===== src/gbn_pkg.sv =====
// Go-Back-N sender window: shared types and constants.
// Used by every module of the block; depends on nothing.
`timescale 1ns / 1ps
`default_nettype none

package gbn_pkg;

    localparam int SEG_W      = 16;
    localparam int XFER_W     = 24;
    localparam int WIN_W      = 6;
    localparam int ACK_W      = 32;
    localparam int OP_W       = 2;
    localparam int CFG_DATA_W = 24;
    localparam int CFG_IDX_W  = 2;

    // Configuration register indexes
    localparam logic [CFG_IDX_W-1:0] REG_SEGMENT  = 2'd0;
    localparam logic [CFG_IDX_W-1:0] REG_TRANSFER = 2'd1;
    localparam logic [CFG_IDX_W-1:0] REG_WINDOW   = 2'd2;

    localparam logic [SEG_W-1:0]  SEG_RESET  = 16'd1024;
    localparam logic [XFER_W-1:0] XFER_RESET = 24'd0;
    localparam logic [WIN_W-1:0]  WIN_RESET  = 6'd8;

    // Input operation codes
    localparam logic [OP_W-1:0] OP_START   = 2'd0;
    localparam logic [OP_W-1:0] OP_ACK     = 2'd1;
    localparam logic [OP_W-1:0] OP_TIMEOUT = 2'd2;

    // Command queue between front and back
    localparam int QUEUE_DEPTH = 2;
    localparam int QPTR_W      = 1;
    localparam int QCNT_W      = 2;

    // Serial divider: one quotient bit per cycle
    localparam int DIV_CNT_W = $clog2(XFER_W);

    typedef enum logic [1:0] {
        CMD_START   = 2'd0,
        CMD_ACK     = 2'd1,
        CMD_TIMEOUT = 2'd2,
        CMD_NOP     = 2'd3
    } t_cmd_kind;

    typedef struct packed {
        t_cmd_kind         kind;
        logic              beyond;   // ack offset at or past the end of the object
        logic [XFER_W-1:0] ack;
    } t_cmd;

    typedef struct packed {
        logic [SEG_W-1:0]  seg_bytes;
        logic [XFER_W-1:0] xfer_bytes;
        logic [WIN_W-1:0]  win_segs;
    } t_cfg;

    typedef struct packed {
        logic [OP_W-1:0]  op;
        logic [ACK_W-1:0] ack_offset;
    } t_in;

    typedef struct packed {
        logic              seg_valid;
        logic [XFER_W-1:0] seg_offset;
        logic [SEG_W-1:0]  seg_length;
        logic              burst_last;
        logic              all_acked;
    } t_out;

    typedef struct packed {
        logic              done;
        logic              rem_nz;
        logic [XFER_W-1:0] quot;
    } t_div_rsp;

endpackage

`default_nettype wire


===== src/go_back_n_sender_window.sv =====
// Go-Back-N sender window: top level, configuration registers and wiring.
// Depends on gbn_pkg, gbn_front, gbn_fifo and gbn_back.
//
// Usage:
//   Input channel (i_in_valid / o_in_stall / i_in_data) takes one event per
//   beat: start, acknowledgement (with byte offset) or retransmission timeout.
//   Output channel (o_out_valid / i_out_stall / o_out_data) gives the burst an
//   event causes: one beat per released segment (offset, length), the final
//   one flagged burst_last, or a single empty beat when nothing is released.
//   Configuration (i_cfg_we / i_cfg_idx / i_cfg_data) writes segment size,
//   object size and window; write it only while the block is idle.
// Sequence: each event is dequeued, then a serial division gives the segment
//   count, a second serial division runs for an acknowledgement below the end
//   of the object, then each released segment takes an offset multiply, then
//   the output register, which waits while the output is stalled. A two-entry
//   queue keeps accepting events while the back end works, and o_in_stall
//   rises only when that queue is full.
// Reset: synchronous, active low; registers return to 1024 / 0 / 8 and both
//   window pointers to segment zero. A stalled output beat holds its value.
`timescale 1ns / 1ps
`default_nettype none

module go_back_n_sender_window #(
    parameter int MAX_WINDOW  = 32,
    parameter int OFFSET_BITS = 24
) (
    input  wire logic                             i_clk,
    input  wire logic                             i_rst_n,
    input  wire logic                             i_cfg_we,
    input  wire logic [gbn_pkg::CFG_IDX_W-1:0]    i_cfg_idx,
    input  wire logic [gbn_pkg::CFG_DATA_W-1:0]   i_cfg_data,
    input  wire logic                             i_in_valid,
    output logic                                  o_in_stall,
    input  gbn_pkg::t_in                          i_in_data,
    output logic                                  o_out_valid,
    input  wire logic                             i_out_stall,
    output gbn_pkg::t_out                         o_out_data
);

    logic [gbn_pkg::SEG_W-1:0]   r_seg_bytes;
    logic [gbn_pkg::XFER_W-1:0]  r_xfer_bytes;
    logic [gbn_pkg::WIN_W-1:0]   r_win_segs;
    gbn_pkg::t_cfg               cfg;

    logic                        q_push, q_full, q_pop, q_empty;
    gbn_pkg::t_cmd               q_in, q_out;

    always_ff @(posedge i_clk) begin
        if (!i_rst_n) begin
            r_seg_bytes  <= gbn_pkg::SEG_RESET;
            r_xfer_bytes <= gbn_pkg::XFER_RESET;
            r_win_segs   <= gbn_pkg::WIN_RESET;
        end else if (i_cfg_we) begin
            unique case (i_cfg_idx)
                gbn_pkg::REG_SEGMENT:  r_seg_bytes  <= i_cfg_data[gbn_pkg::SEG_W-1:0];
                gbn_pkg::REG_TRANSFER: r_xfer_bytes <= i_cfg_data[gbn_pkg::XFER_W-1:0];
                gbn_pkg::REG_WINDOW:   r_win_segs   <= i_cfg_data[gbn_pkg::WIN_W-1:0];
                default: begin
                    // no register at this index: drop the write
                end
            endcase
        end
    end

    assign cfg.seg_bytes  = r_seg_bytes;
    assign cfg.xfer_bytes = r_xfer_bytes;
    assign cfg.win_segs   = r_win_segs;

    gbn_front u_front (
        .i_in_valid   (i_in_valid),
        .o_in_stall   (o_in_stall),
        .i_in_data    (i_in_data),
        .i_xfer_bytes (r_xfer_bytes),
        .i_q_full     (q_full),
        .o_q_push     (q_push),
        .o_q_cmd      (q_in)
    );

    gbn_fifo u_fifo (
        .i_clk   (i_clk),
        .i_rst_n (i_rst_n),
        .i_push  (q_push),
        .i_data  (q_in),
        .o_full  (q_full),
        .i_pop   (q_pop),
        .o_empty (q_empty),
        .o_data  (q_out)
    );

    gbn_back #(
        .MAX_WINDOW  (MAX_WINDOW),
        .OFFSET_BITS (OFFSET_BITS)
    ) u_back (
        .i_clk       (i_clk),
        .i_rst_n     (i_rst_n),
        .i_cfg       (cfg),
        .i_q_empty   (q_empty),
        .o_q_pop     (q_pop),
        .i_q_cmd     (q_out),
        .o_out_valid (o_out_valid),
        .i_out_stall (i_out_stall),
        .o_out_data  (o_out_data)
    );

endmodule

`default_nettype wire


===== src/gbn_div.sv =====
// Go-Back-N sender window: restoring serial divider, one quotient bit a cycle.
// Depends on gbn_pkg.
`timescale 1ns / 1ps
`default_nettype none

module gbn_div (
    input  wire logic                        i_clk,
    input  wire logic                        i_rst_n,
    input  wire logic                        i_start,
    input  wire logic [gbn_pkg::XFER_W-1:0]  i_num,
    input  wire logic [gbn_pkg::SEG_W-1:0]   i_den,
    output gbn_pkg::t_div_rsp                o_rsp
);

    logic                             r_busy, n_busy;
    logic                             r_done, n_done;
    logic [gbn_pkg::DIV_CNT_W-1:0]    r_cnt, n_cnt;
    logic [gbn_pkg::XFER_W-1:0]       r_num, n_num;
    logic [gbn_pkg::SEG_W-1:0]        r_rem, n_rem;
    logic [gbn_pkg::SEG_W-1:0]        r_den, n_den;
    logic [gbn_pkg::SEG_W:0]          rem_sh;
    logic                             fits;

    assign rem_sh = {r_rem, r_num[gbn_pkg::XFER_W-1]};
    assign fits   = rem_sh >= {1'b0, r_den};

    always_comb begin
        n_busy = r_busy;
        n_done = 1'b0;
        n_cnt  = r_cnt;
        n_num  = r_num;
        n_rem  = r_rem;
        n_den  = r_den;
        if (i_start) begin
            n_busy = 1'b1;
            n_cnt  = '0;
            n_num  = i_num;
            n_rem  = '0;
            n_den  = i_den;
        end else if (r_busy) begin
            n_num = {r_num[gbn_pkg::XFER_W-2:0], fits};
            n_rem = fits ? gbn_pkg::SEG_W'(rem_sh - {1'b0, r_den})
                         : rem_sh[gbn_pkg::SEG_W-1:0];
            n_cnt = r_cnt + 1'b1;
            if (r_cnt == gbn_pkg::DIV_CNT_W'(gbn_pkg::XFER_W - 1)) begin
                n_busy = 1'b0;
                n_done = 1'b1;
            end
        end
    end

    always_ff @(posedge i_clk) begin
        if (!i_rst_n) begin
            r_busy <= 1'b0;
            r_done <= 1'b0;
            r_cnt  <= '0;
        end else begin
            r_busy <= n_busy;
            r_done <= n_done;
            r_cnt  <= n_cnt;
        end
        r_num <= n_num;
        r_rem <= n_rem;
        r_den <= n_den;
    end

    assign o_rsp.done   = r_done;
    assign o_rsp.rem_nz = |r_rem;
    assign o_rsp.quot   = r_num;

endmodule

`default_nettype wire


===== src/gbn_fifo.sv =====
// Go-Back-N sender window: short command queue between front and back.
// Depends on gbn_pkg.
`timescale 1ns / 1ps
`default_nettype none

module gbn_fifo (
    input  wire logic          i_clk,
    input  wire logic          i_rst_n,
    input  wire logic          i_push,
    input  gbn_pkg::t_cmd      i_data,
    output logic               o_full,
    input  wire logic          i_pop,
    output logic               o_empty,
    output gbn_pkg::t_cmd      o_data
);

    gbn_pkg::t_cmd                 r_mem [gbn_pkg::QUEUE_DEPTH];
    logic [gbn_pkg::QPTR_W-1:0]    r_wr, r_rd;
    logic [gbn_pkg::QCNT_W-1:0]    r_count;

    assign o_full  = r_count == gbn_pkg::QCNT_W'(gbn_pkg::QUEUE_DEPTH);
    assign o_empty = r_count == '0;
    assign o_data  = r_mem[r_rd];

    always_ff @(posedge i_clk) begin
        if (!i_rst_n) begin
            r_wr    <= '0;
            r_rd    <= '0;
            r_count <= '0;
        end else begin
            if (i_push) begin
                r_wr <= r_wr + 1'b1;
            end
            if (i_pop) begin
                r_rd <= r_rd + 1'b1;
            end
            unique case ({i_push, i_pop})
                2'b10:   r_count <= r_count + 1'b1;
                2'b01:   r_count <= r_count - 1'b1;
                default: r_count <= r_count;
            endcase
        end
        if (i_push) begin
            r_mem[r_wr] <= i_data;
        end
    end

endmodule

`default_nettype wire


===== src/gbn_front.sv =====
// Go-Back-N sender window: input side, accepts beats and classifies them.
// Depends on gbn_pkg; feeds gbn_fifo.
`timescale 1ns / 1ps
`default_nettype none

module gbn_front (
    input  wire logic                        i_in_valid,
    output logic                             o_in_stall,
    input  gbn_pkg::t_in                     i_in_data,
    input  wire logic [gbn_pkg::XFER_W-1:0]  i_xfer_bytes,
    input  wire logic                        i_q_full,
    output logic                             o_q_push,
    output gbn_pkg::t_cmd                    o_q_cmd
);

    assign o_in_stall = i_q_full;
    assign o_q_push   = i_in_valid && !i_q_full;

    always_comb begin
        unique case (i_in_data.op)
            gbn_pkg::OP_START:   o_q_cmd.kind = gbn_pkg::CMD_START;
            gbn_pkg::OP_ACK:     o_q_cmd.kind = gbn_pkg::CMD_ACK;
            gbn_pkg::OP_TIMEOUT: o_q_cmd.kind = gbn_pkg::CMD_TIMEOUT;
            default:             o_q_cmd.kind = gbn_pkg::CMD_NOP;
        endcase
        // below the end of the object the offset fits the transfer width
        o_q_cmd.beyond = i_in_data.ack_offset >= gbn_pkg::ACK_W'(i_xfer_bytes);
        o_q_cmd.ack    = i_in_data.ack_offset[gbn_pkg::XFER_W-1:0];
    end

endmodule

`default_nettype wire


===== src/gbn_back.sv =====
// Go-Back-N sender window: window state, segment count division and burst release.
// Depends on gbn_pkg and gbn_div; drains gbn_fifo.
`timescale 1ns / 1ps
`default_nettype none

module gbn_back #(
    parameter int MAX_WINDOW  = 32,
    parameter int OFFSET_BITS = 24
) (
    input  wire logic          i_clk,
    input  wire logic          i_rst_n,
    input  gbn_pkg::t_cfg      i_cfg,
    input  wire logic          i_q_empty,
    output logic               o_q_pop,
    input  gbn_pkg::t_cmd      i_q_cmd,
    output logic               o_out_valid,
    input  wire logic          i_out_stall,
    output gbn_pkg::t_out      o_out_data
);

    localparam int CW    = (OFFSET_BITS > gbn_pkg::XFER_W) ? OFFSET_BITS : gbn_pkg::XFER_W;
    localparam int CNT_W = $clog2(MAX_WINDOW + 2);

    typedef enum logic [6:0] {
        S_IDLE  = 7'b0000001,
        S_DIVT  = 7'b0000010,
        S_DIVA  = 7'b0000100,
        S_ACK   = 7'b0001000,
        S_CHECK = 7'b0010000,
        S_EMIT  = 7'b0100000,
        S_EMPTY = 7'b1000000
    } t_state;

    t_state                         r_state, n_state;
    gbn_pkg::t_cmd                  r_cmd, n_cmd;
    logic [gbn_pkg::XFER_W-1:0]     r_total, n_total;
    logic [gbn_pkg::XFER_W-1:0]     r_seg, n_seg;
    logic [OFFSET_BITS-1:0]         r_oldest, n_oldest;
    logic [OFFSET_BITS-1:0]         r_next, n_next;
    logic [CNT_W-1:0]               r_cnt, n_cnt;
    logic [gbn_pkg::XFER_W-1:0]     r_prod, n_prod;
    logic                           r_out_valid, n_out_valid;
    gbn_pkg::t_out                  r_out, n_out;

    logic [gbn_pkg::SEG_W-1:0]                  eff_seg;
    logic [gbn_pkg::WIN_W-1:0]                  eff_win;
    logic [OFFSET_BITS:0]                       limit;
    logic                                       done;
    logic [CW-1:0]                              next_ext;
    logic [gbn_pkg::XFER_W+gbn_pkg::SEG_W-1:0]  prod_full;
    logic [OFFSET_BITS-1:0]                     next_inc;
    logic [CNT_W-1:0]                           cnt_inc;
    logic [OFFSET_BITS-1:0]                     seg_w;
    logic                                       seg_gt;
    logic [gbn_pkg::XFER_W-1:0]                 rem_bytes;
    logic [gbn_pkg::SEG_W-1:0]                  seg_len;
    logic                                       last;
    logic                                       out_space;
    logic                                       div_start;
    logic [gbn_pkg::XFER_W-1:0]                 div_num;
    gbn_pkg::t_div_rsp                          div_rsp;

    function automatic logic can_send(input logic [OFFSET_BITS-1:0]    nx,
                                      input logic [CNT_W-1:0]          cnt,
                                      input logic [OFFSET_BITS:0]      lim,
                                      input logic [gbn_pkg::XFER_W-1:0] tot);
        logic [CW-1:0] nx_e;
        logic [CW-1:0] tot_e;
        nx_e  = CW'(nx);
        tot_e = CW'(tot);
        return ({1'b0, nx} <= lim) && (nx_e < tot_e) && (cnt < CNT_W'(MAX_WINDOW + 1));
    endfunction

    gbn_div u_div (
        .i_clk   (i_clk),
        .i_rst_n (i_rst_n),
        .i_start (div_start),
        .i_num   (div_num),
        .i_den   (eff_seg),
        .o_rsp   (div_rsp)
    );

    always_comb begin
        eff_seg = (i_cfg.seg_bytes == '0) ? gbn_pkg::SEG_W'(1) : i_cfg.seg_bytes;
        priority if (i_cfg.win_segs == '0) begin
            eff_win = gbn_pkg::WIN_W'(1);
        end else if (i_cfg.win_segs > gbn_pkg::WIN_W'(MAX_WINDOW)) begin
            eff_win = gbn_pkg::WIN_W'(MAX_WINDOW);
        end else begin
            eff_win = i_cfg.win_segs;
        end
    end

    assign limit     = {1'b0, r_oldest} + (OFFSET_BITS + 1)'(eff_win);
    assign done      = CW'(r_oldest) >= CW'(r_total);
    assign next_ext  = CW'(r_next);
    assign prod_full = next_ext[gbn_pkg::XFER_W-1:0] * eff_seg;
    assign next_inc  = r_next + 1'b1;
    assign cnt_inc   = r_cnt + 1'b1;
    assign seg_w     = OFFSET_BITS'(r_seg);
    assign seg_gt    = CW'(r_seg) > CW'(r_oldest);
    assign rem_bytes = i_cfg.xfer_bytes - r_prod;
    assign seg_len   = (rem_bytes < gbn_pkg::XFER_W'(eff_seg))
                       ? rem_bytes[gbn_pkg::SEG_W-1:0] : eff_seg;
    assign last      = !can_send(next_inc, cnt_inc, limit, r_total);
    assign out_space = !r_out_valid || !i_out_stall;

    always_comb begin
        n_state     = r_state;
        n_cmd       = r_cmd;
        n_total     = r_total;
        n_seg       = r_seg;
        n_oldest    = r_oldest;
        n_next      = r_next;
        n_cnt       = r_cnt;
        n_prod      = r_prod;
        n_out_valid = r_out_valid && i_out_stall;
        n_out       = r_out;
        o_q_pop     = 1'b0;
        div_start   = 1'b0;
        div_num     = i_cfg.xfer_bytes;

        unique case (r_state)
            S_IDLE: begin
                if (!i_q_empty) begin
                    o_q_pop   = 1'b1;
                    n_cmd     = i_q_cmd;
                    div_start = 1'b1;
                    n_state   = S_DIVT;
                end
            end
            S_DIVT: begin
                if (div_rsp.done) begin
                    // round the segment count up
                    n_total = div_rsp.quot + gbn_pkg::XFER_W'(div_rsp.rem_nz);
                    n_cnt   = '0;
                    unique case (r_cmd.kind)
                        gbn_pkg::CMD_START: begin
                            n_oldest = '0;
                            n_next   = '0;
                            n_state  = S_CHECK;
                        end
                        gbn_pkg::CMD_TIMEOUT: begin
                            n_next  = r_oldest;
                            n_state = S_CHECK;
                        end
                        gbn_pkg::CMD_ACK: begin
                            if (r_cmd.beyond) begin
                                n_seg   = n_total;
                                n_state = S_ACK;
                            end else begin
                                div_start = 1'b1;
                                div_num   = r_cmd.ack;
                                n_state   = S_DIVA;
                            end
                        end
                        default: n_state = S_EMPTY;
                    endcase
                end
            end
            S_DIVA: begin
                if (div_rsp.done) begin
                    n_seg   = div_rsp.quot;
                    n_state = S_ACK;
                end
            end
            S_ACK: begin
                if (seg_gt) begin
                    n_oldest = seg_w;
                    if (r_next < seg_w) begin
                        n_next = seg_w;
                    end
                    n_state = S_CHECK;
                end else begin
                    n_state = S_EMPTY;
                end
            end
            S_CHECK: begin
                if (can_send(r_next, r_cnt, limit, r_total)) begin
                    n_prod  = prod_full[gbn_pkg::XFER_W-1:0];
                    n_state = S_EMIT;
                end else begin
                    n_state = S_EMPTY;
                end
            end
            S_EMIT: begin
                if (out_space) begin
                    n_out_valid      = 1'b1;
                    n_out.seg_valid  = 1'b1;
                    n_out.seg_offset = r_prod;
                    n_out.seg_length = seg_len;
                    n_out.burst_last = last;
                    n_out.all_acked  = done;
                    n_next           = next_inc;
                    n_cnt            = cnt_inc;
                    n_state          = last ? S_IDLE : S_CHECK;
                end
            end
            S_EMPTY: begin
                if (out_space) begin
                    n_out_valid      = 1'b1;
                    n_out.seg_valid  = 1'b0;
                    n_out.seg_offset = '0;
                    n_out.seg_length = '0;
                    n_out.burst_last = 1'b1;
                    n_out.all_acked  = done;
                    n_state          = S_IDLE;
                end
            end
            default: n_state = S_IDLE;
        endcase
    end

    always_ff @(posedge i_clk) begin
        if (!i_rst_n) begin
            r_state     <= S_IDLE;
            r_oldest    <= '0;
            r_next      <= '0;
            r_cnt       <= '0;
            r_out_valid <= 1'b0;
        end else begin
            r_state     <= n_state;
            r_oldest    <= n_oldest;
            r_next      <= n_next;
            r_cnt       <= n_cnt;
            r_out_valid <= n_out_valid;
        end
        r_cmd   <= n_cmd;
        r_total <= n_total;
        r_seg   <= n_seg;
        r_prod  <= n_prod;
        r_out   <= n_out;
    end

    assign o_out_valid = r_out_valid;
    assign o_out_data  = r_out;

    a_div_done_waited: assert property (@(posedge i_clk) disable iff (!i_rst_n)
        div_rsp.done |-> (r_state == S_DIVT || r_state == S_DIVA))
        else $error("divider finished outside a division wait");

    a_pop_starts_div: assert property (@(posedge i_clk) disable iff (!i_rst_n)
        o_q_pop |=> (r_state == S_DIVT))
        else $error("command popped without starting the count division");

    a_seg_in_object: assert property (@(posedge i_clk) disable iff (!i_rst_n)
        (r_out_valid && r_out.seg_valid) |->
            (r_out.seg_length != '0 && r_out.seg_offset < i_cfg.xfer_bytes))
        else $error("released segment lies outside the object");

    a_empty_form: assert property (@(posedge i_clk) disable iff (!i_rst_n)
        (r_out_valid && !r_out.seg_valid) |->
            (r_out.burst_last && r_out.seg_offset == '0 && r_out.seg_length == '0))
        else $error("empty result is malformed");

    a_burst_bound: assert property (@(posedge i_clk) disable iff (!i_rst_n)
        (r_state == S_EMIT) |-> (r_cnt < CNT_W'(MAX_WINDOW + 1)))
        else $error("burst longer than the window allows");

endmodule

`default_nettype wire

===== config.mk =====
export PLATFORM = sky130hd
export DESIGN_NAME = go_back_n_sender_window
export DESIGN_NICKNAME = d
export VERILOG_FILES = /design/src/gbn_pkg.sv /design/src/go_back_n_sender_window.sv /design/src/gbn_div.sv /design/src/gbn_fifo.sv /design/src/gbn_front.sv /design/src/gbn_back.sv
export SDC_FILE = /design/constraint.sdc
export NUM_CORES = 2
export LEC_CHECK = 0
export ABC_AREA = 1
export BUFFER_PORTS_ARGS = -buffer_cell sky130_fd_sc_hd__buf_2
export CAP_MARGIN = 20
export CORE_MARGIN = 1
export CORE_UTILIZATION = 69
export CTS_CLUSTER_SIZE = 8
export DETAILED_ROUTE_END_ITERATION = 6
export HOLD_SLACK_MARGIN = 0.15
export PLACE_DENSITY = 0.93
export RECOVER_POWER = 25
export SYNTH_ARGS = -nofsm -noshare
export SYNTH_HDL_FRONTEND = slang
export SYNTH_SLANG_ARGS = --single-unit

===== constraint.sdc =====
create_clock -name i_clk -period 17 [get_ports i_clk]
set_clock_uncertainty 0.15 [all_clocks]
set_input_delay 3.4 -clock i_clk [delete_from_list [all_inputs] [get_ports i_clk]]
set_output_delay 3.4 -clock i_clk [all_outputs]
set_load 0.02 [all_outputs]

# Word-level counts from Yosys, hierarchy flattened
# Memory sizes are Yosys's and may differ from the RTL's. A register that Yosys moved wholly into a read port is not among the register bits.
# Cells that the tools add are included.
dict set report op_classes {
  n_addsub 11
  multipliers 1
  n_div 0
  n_lt_le_gt_ge 13
  n_eq_ne 28
  shifts 0
  muxes 59
  bitwise_logic 3
  reduce_logical 41
}
# operator count
set ops {}
lappend ops {{two-way mux 24 bit} 17}
lappend ops {{one-hot mux 24 bit (2 select lines)} 3}
lappend ops {{two-way mux 43 bit} 2}
lappend ops {{one-hot mux 43 bit (2 select lines)} 1}
lappend ops {{< comparator 24 bit} 3}
lappend ops {{one-hot mux 24 bit (3 select lines)} 1}
lappend ops {{less-or-equal comparator 24 x 25 -> 1 bit} 2}
lappend ops {{two-way mux 7 bit} 7}
lappend ops {{one-hot mux 7 bit (7 select lines)} 1}
lappend ops {{two-way mux 16 bit} 3}
lappend ops {{>= comparator 32 x 24 -> 1 bit} 1}
lappend ops {{adder 24 x 6 -> 25 bit} 1}
lappend ops {{adder 24 x 1 -> 24 bit} 1}
lappend ops {{adder 24 x 1 -> 24 bit (second input constant)} 1}
lappend ops {{>= comparator 24 bit} 1}
lappend ops {{greater-than comparator 24 bit} 1}
lappend ops {{< comparator 24 x 16 -> 1 bit} 1}
lappend ops {{multiplier 24 x 16 -> 24 bit} 1}
lappend ops {{two-way mux 6 bit} 4}
lappend ops {{subtractor 24 bit} 1}
lappend ops {{>= comparator 17 x 16 -> 1 bit} 1}
lappend ops {{logical NOT 16 bit} 1}
lappend ops {{OR reduction 16 bit} 1}
lappend ops {{subtractor 16 bit} 1}
lappend ops {{43 further kinds} 99}
dict set report word_totals {
  ff_bits 290
  latchBits 0
  ramBits 54
  mem_bits_ro 0
  output_inout_bits 45
  memories 1
}
# memory words width rd rd_clocked_by_memory_dff write_ports line_no
set memory_table {}
lappend memory_table {u_fifo.r_mem 2 27 1 1 1 gbn_fifo.sv:17} ;# gbn_pkg::t_cmd r_mem [gbn_pkg::QUEUE_DEPTH];

# Logic depth before layout (Yosys ltp)
dict set report depth {
  ltp_word 10
  ltp_mapped 29
  mapped_depth_nobuf 29
}

# By module
# From an unflattened synthesis, not the netlist that was laid out.
dict set report unflattened {
  cells_unflattened 4214
  area_unflattened_um2 33123.0
}
# mod instances cells_per_inst area_each_um2 seq_area_each_um2
set by_module_without_submodules {}
lappend by_module_without_submodules {gbn_back 1 3168 24174.4 5505.3}
lappend by_module_without_submodules {gbn_div 1 482 3812.4 1661.6}
lappend by_module_without_submodules {gbn_fifo 1 119 2278.4 1721.7}
lappend by_module_without_submodules {go_back_n_sender_window 1 296 1946.9 920.9}
lappend by_module_without_submodules {gbn_front 1 149 910.9 0.0}

# Least setup slack after synthesis
# OpenSTA, ideal clock, no wires.
dict set report synth_timing {
  path_kind {input-to-reg}
  start {input port i_out_stall}
  end {register u_back.r_out, in the netlist u_back.o_out_data[0], enable pin}
  setup_time_ns 0.458
  t_arrival_ns 5.645
  setup_slack_ns 10.748
  cell_stages 3
  path_buffers 0
  cell_sequence {nand2_1 -> inv_1 -> a21oi_1}
}
dict set report synth_via {
  elab_chain_cells 4
  elab_cells_between_ends 5
  cone_classes {2 x eq/ne; 3 x reduce/logical}
}
# element line_no
set synth_rtl {}
lappend synth_rtl {{start: declaration} go_back_n_sender_window.sv:36} ;# input wire logic i_out_stall,
lappend synth_rtl {{logical NOT 1 bit *} gbn_back.sv:106} ;# assign out_space = !r_out_valid || !i_out_stall;
lappend synth_rtl {{logical OR 1 bit *} gbn_back.sv:106}
lappend synth_rtl {{!= test 2 x 1 -> 1 bit (no source line)} -}
lappend synth_rtl {{AND reduction 3 bit (no source line) *} -}
lappend synth_rtl {{end signal: assignment} gbn_back.sv:232} ;# r_out <= n_out;
lappend synth_rtl {{end: declaration} gbn_back.sv:43} ;# gbn_pkg::t_out r_out, n_out;
# Mark *: on every way between the ends. The rest lies on a longest branch, timed or not.
# A chain may end at the register's enable or synchronous reset.

# Worst setup path after layout
dict set report layout_timing {
  start {register r_seg_bytes[2] (netlist name)}
  end {register u_back.r_prod[21] (netlist name) (data pin)}
}
dict set report layout_via {
  elab_chain_cells 3
}
# element line_no
set layout_rtl {}
lappend layout_rtl {{start: declaration} go_back_n_sender_window.sv:40} ;# logic [gbn_pkg::SEG_W-1:0] r_seg_bytes;
lappend layout_rtl {{start signal: assignment} go_back_n_sender_window.sv:50} ;# r_seg_bytes <= gbn_pkg::SEG_RESET;
lappend layout_rtl {{start signal: assignment} go_back_n_sender_window.sv:55} ;# gbn_pkg::REG_SEGMENT: r_seg_bytes <= i_cfg_data[gbn_pkg::SEG_W-1:0];
lappend layout_rtl {{logical NOT 16 bit} gbn_back.sv:84} ;# eff_seg = (i_cfg.seg_bytes == '0) ? gbn_pkg::SEG_W'(1) : i_cfg.seg_bytes;
lappend layout_rtl {{two-way mux 16 bit *} gbn_back.sv:84}
lappend layout_rtl {{multiplier 24 x 16 -> 24 bit *} gbn_back.sv:97} ;# assign prod_full = next_ext[gbn_pkg::XFER_W-1:0] * eff_seg;
lappend layout_rtl {{net u_back.prod_full (one bit)} gbn_back.sv:50} ;# logic [gbn_pkg::XFER_W+gbn_pkg::SEG_W-1:0] prod_full;
lappend layout_rtl {{end signal: assignment} gbn_back.sv:231} ;# r_prod <= n_prod;
lappend layout_rtl {{end: declaration} gbn_back.sv:41} ;# logic [gbn_pkg::XFER_W-1:0] r_prod, n_prod;
# The timed path passes the listed nets; every way through them passes the cells marked *.

==> results.json <==
{
  "outcome": "finished, violations left",
  "violations": "DRC, capacitance limit, slew limit",
  "nFillCells": 2911,
  "ctsHtreeMaxLevel": 2,
  "final_area_um2": 34230,
  "slowest_delay_ns": 1.19,
  "required_ns": 17.21,
  "critPathArrivalTime_ns": 7.37,
  "switching_share_pct": 37.88,
  "die_h_um": 216.7,
  "viasPerCell": 6.156,
  "fin_ws_ns": 9.845,
  "root_buffer": "clkbuf_16",
  "worst_setup_path_start_kind": "flip-flop",
  "grt_util_all_layers_pct": 41.49,
  "dpl-instance-area_um2": 32700,
  "clock_sinks": 371,
  "coreArea_um2": 45380,
  "syn_area_um2": 31800,
  "clkTransAtPathRegs_ns": 0.06,
  "cts-resized-gates": 0,
  "yosysTopAreaCell": "edfxtp_1",
  "synth_area_leaders": "edfxtp_1, ha_1, fa_1",
  "seq_power_share_pct": 38.6,
  "fin_cells": 4701,
  "holdWs_ns": 0.3211,
  "synthToLayoutAreaGrowth_pct": 7.632,
  "cts_tree": "built",
  "syn_avg_cell_area_um2": 7.921,
  "grt_pass1_wl_um": 150200,
  "fin_nets": 4631,
  "power_per_cell_area_nw_per_um2": 98.75,
  "grt_max_degree": 93,
  "hold_class": "reg2reg",
  "synth-seq-area-share_pct": 30.78,
  "cts_buffer_depth": 3,
  "ys_warn_count": 0,
  "cts_setup_buffers": 0,
  "rsz0062_at_grt": "no",
  "placed_cells": 4600,
  "gr-total-overflow": 0,
  "cts-buffers-inserted": 53,
  "min_period_ns": 7.155,
  "fin_setup_tns_ns": 0,
  "end_kind": "flip-flop",
  "initial_utilization_pct": 70.08,
  "die_area_um2": 46960,
  "crit_top_cell": "fa_1",
  "post-route-period-util_pct": 42.09,
  "switching_power_mw": 1.280,
  "grt_pass1_vias": 28290,
  "p_comb_share_pct": 31.5,
  "layout-drive-gt1-share_pct": 6.125,
  "crit_fanout": 26,
  "power.share.clock_pct": 29.9,
  "finalWirelength_um": 96720,
  "worstMarginPinSlew_ns": 1.722,
  "final_util_pct": 75.43,
  "slowest_stage": "clkbuf_1",
  "critical_path_class": "reg2reg",
  "port_buffers": 109,
  "finalMaxSlewViolations": 123,
  "clk-insertion-delay-late_ns": 0.62,
  "yosysTopAreaCellShare_pct": 22.28,
  "multi_input_area_um2": 18390,
  "postCtsHoldBufs": 0,
  "drc": 10,
  "seqCellArea_um2": 9789,
  "post-place-ws_ns": 10.57,
  "max_cap_violations": 4,
  "wl_per_cell_um": 20.57,
  "syn_inst": 4015,
  "fmax_mhz": 139.8,
  "final_common_cell": "nand2_1",
  "die_width_um": 216.7,
  "power.leakage_nw": 16.98,
  "ant_nets": 0,
  "vias": 28940,
  "ir_worst_vdd_v": 0.0001286,
  "antenna_found_initial": 5,
  "dp_hpwl_um": 68240,
  "setup_viol": 0,
  "drtPass1Iterations": 7,
  "ys_ff_latch": 371,
  "worstPathCellList": "clkbuf_1, nand2_1, fa_1, fa_1, fa_1, inv_1, ha_1, fa_1, inv_1, fa_1, inv_1, ha_1, a21o_1, a31oi_1, nand2_1, a21oi_1, o21ai_0, a21oi_1, o21ai_0, xor2_1",
  "hold_violations": 0,
  "timing.slew.headroom_pct": -14.79,
  "final_cell_mix": "nand2_1, inv_1, ha_1, nor2_1, a21oi_1",
  "pin_count": 110,
  "fp-row-count": 78,
  "intPower_mw": 2.100,
  "total_power_mw": 3.380,
  "gp_congestion": 1.012,
  "syn_nets": 4588,
  "drt_iter0_markers": 4037,
  "synth_cell_type_count": 56
}
==> final timing paths <==
kind | startpoint | endpoint | slack [ns] | cells past startpoint
worst max-delay path | r_seg_bytes[2] | u_back.r_prod[21] | 9.84 | 20
worst min-delay path | u_back.u_div.r_cnt[4] | u_back.u_div.r_cnt[4] | 0.32 | 2
worst min register to register | u_back.u_div.r_cnt[4] | u_back.u_div.r_cnt[4] | 0.32 | 2
worst max register to register | r_seg_bytes[2] | u_back.r_prod[21] | 9.84 | 20
==> cell type report <==
cell class              instances  share of cell area [%]
diodes                          3                 0.02193
clock buffers                  91                   4.350
clock inverters                 4                  0.1645
inverters                     797                   8.739
multi-input cells            2698                   53.71
flip-flops and latches        371                   28.60
well taps                     600                   2.193
repair buffers                137                   2.226
==> synthesized netlist by cell type, drive strengths merged <==
library cell and count:
clkinv 1, nor4 22, o221ai 10, dfxtp 135
xnor2 20, nand2b 2, nand3b 21, ha 313
a221o 6, nand2 987, nand4 58, or2 2
xor2 101, a21boi 2, o211ai 39, clkbuf 105
o21a 10, inv 796, edfxtp 236, nor3 48
a311oi 2, and2 3, a21o 7, nor2 273
o22ai 6, o2111ai 4, a211oi 9, nor3b 1
a21oi 249, nand3 104, a2111oi 1, o31ai 5
o311ai 1, o21bai 7, a31oi 6, a31o 3
o21ai 181, fa 195, buf 44
==> registers in the layout (all words and copies together) (netlist names), 24 cells and up <==
signal and flops:
u_back.r_seg 24, u_back.next_ext 24, u_back.r_oldest 24, u_back.u_div.r_num 24
u_back.o_out_data 43, u_back.r_total 24, u_fifo.r_mem 54, r_xfer_bytes 24
u_back.r_prod 24, u_back.r_cmd 27
==> critical path, delay by kind of cell (launching register included) <==
family,cells,cell delay (ns)
AOI/OAI and AO/OA,6,1.24
xor gates and xnor gates,1,0.15
adders and majority gates,7,3.33
buffers and inverters,4,1.34
DFF,1,0.32
and+or+nand+nor,2,0.36
==> per-layer routing <==
layer  share of wire, %  global-route usage [%]  vias to the layer above  wire length [um]
li1                   -                       -                    12880                 -
met1                 35                   51.08                    13250             33540
met2                 43                   63.17                     2205             41520
met3                 14                   10.85                      599             13320
met4                8.6                   30.31                        4              8309
met5              0.027                       0                        -                26
==> logic make-up (layout without fill, tap and decap cells) <==
logic type	Yosys count	count (layout)	synth area share, %
buffers and inverters	946	1029	11.42
adder cells (fa/ha/maj)	508	508	24.59
AND/OR/NAND/NOR	1521	1521	20.21
XOR/XNOR	121	121	3.332
flip-flops	371	371	30.78
other	0	3	0
AO/OA/AOI/OAI	548	548	9.670
==> power groups by stage <==
| stage | combinational (mW) | clock, mW | sequential [mW] |
|---|---|---|---|
| after floorplan | 0.746 | 0 | 1.25 |
| after global placement | 0.939 | 0 | 1.30 |
| after detailed placement | 0.990 | 0 | 1.31 |
| after CTS | 1.02 | 1.00 | 1.30 |
| after global routing | 1.17 | 1.04 | 1.31 |
| final | 1.07 | 1.01 | 1.31 |
No activity file was read; power rests on OpenSTA's default activity.
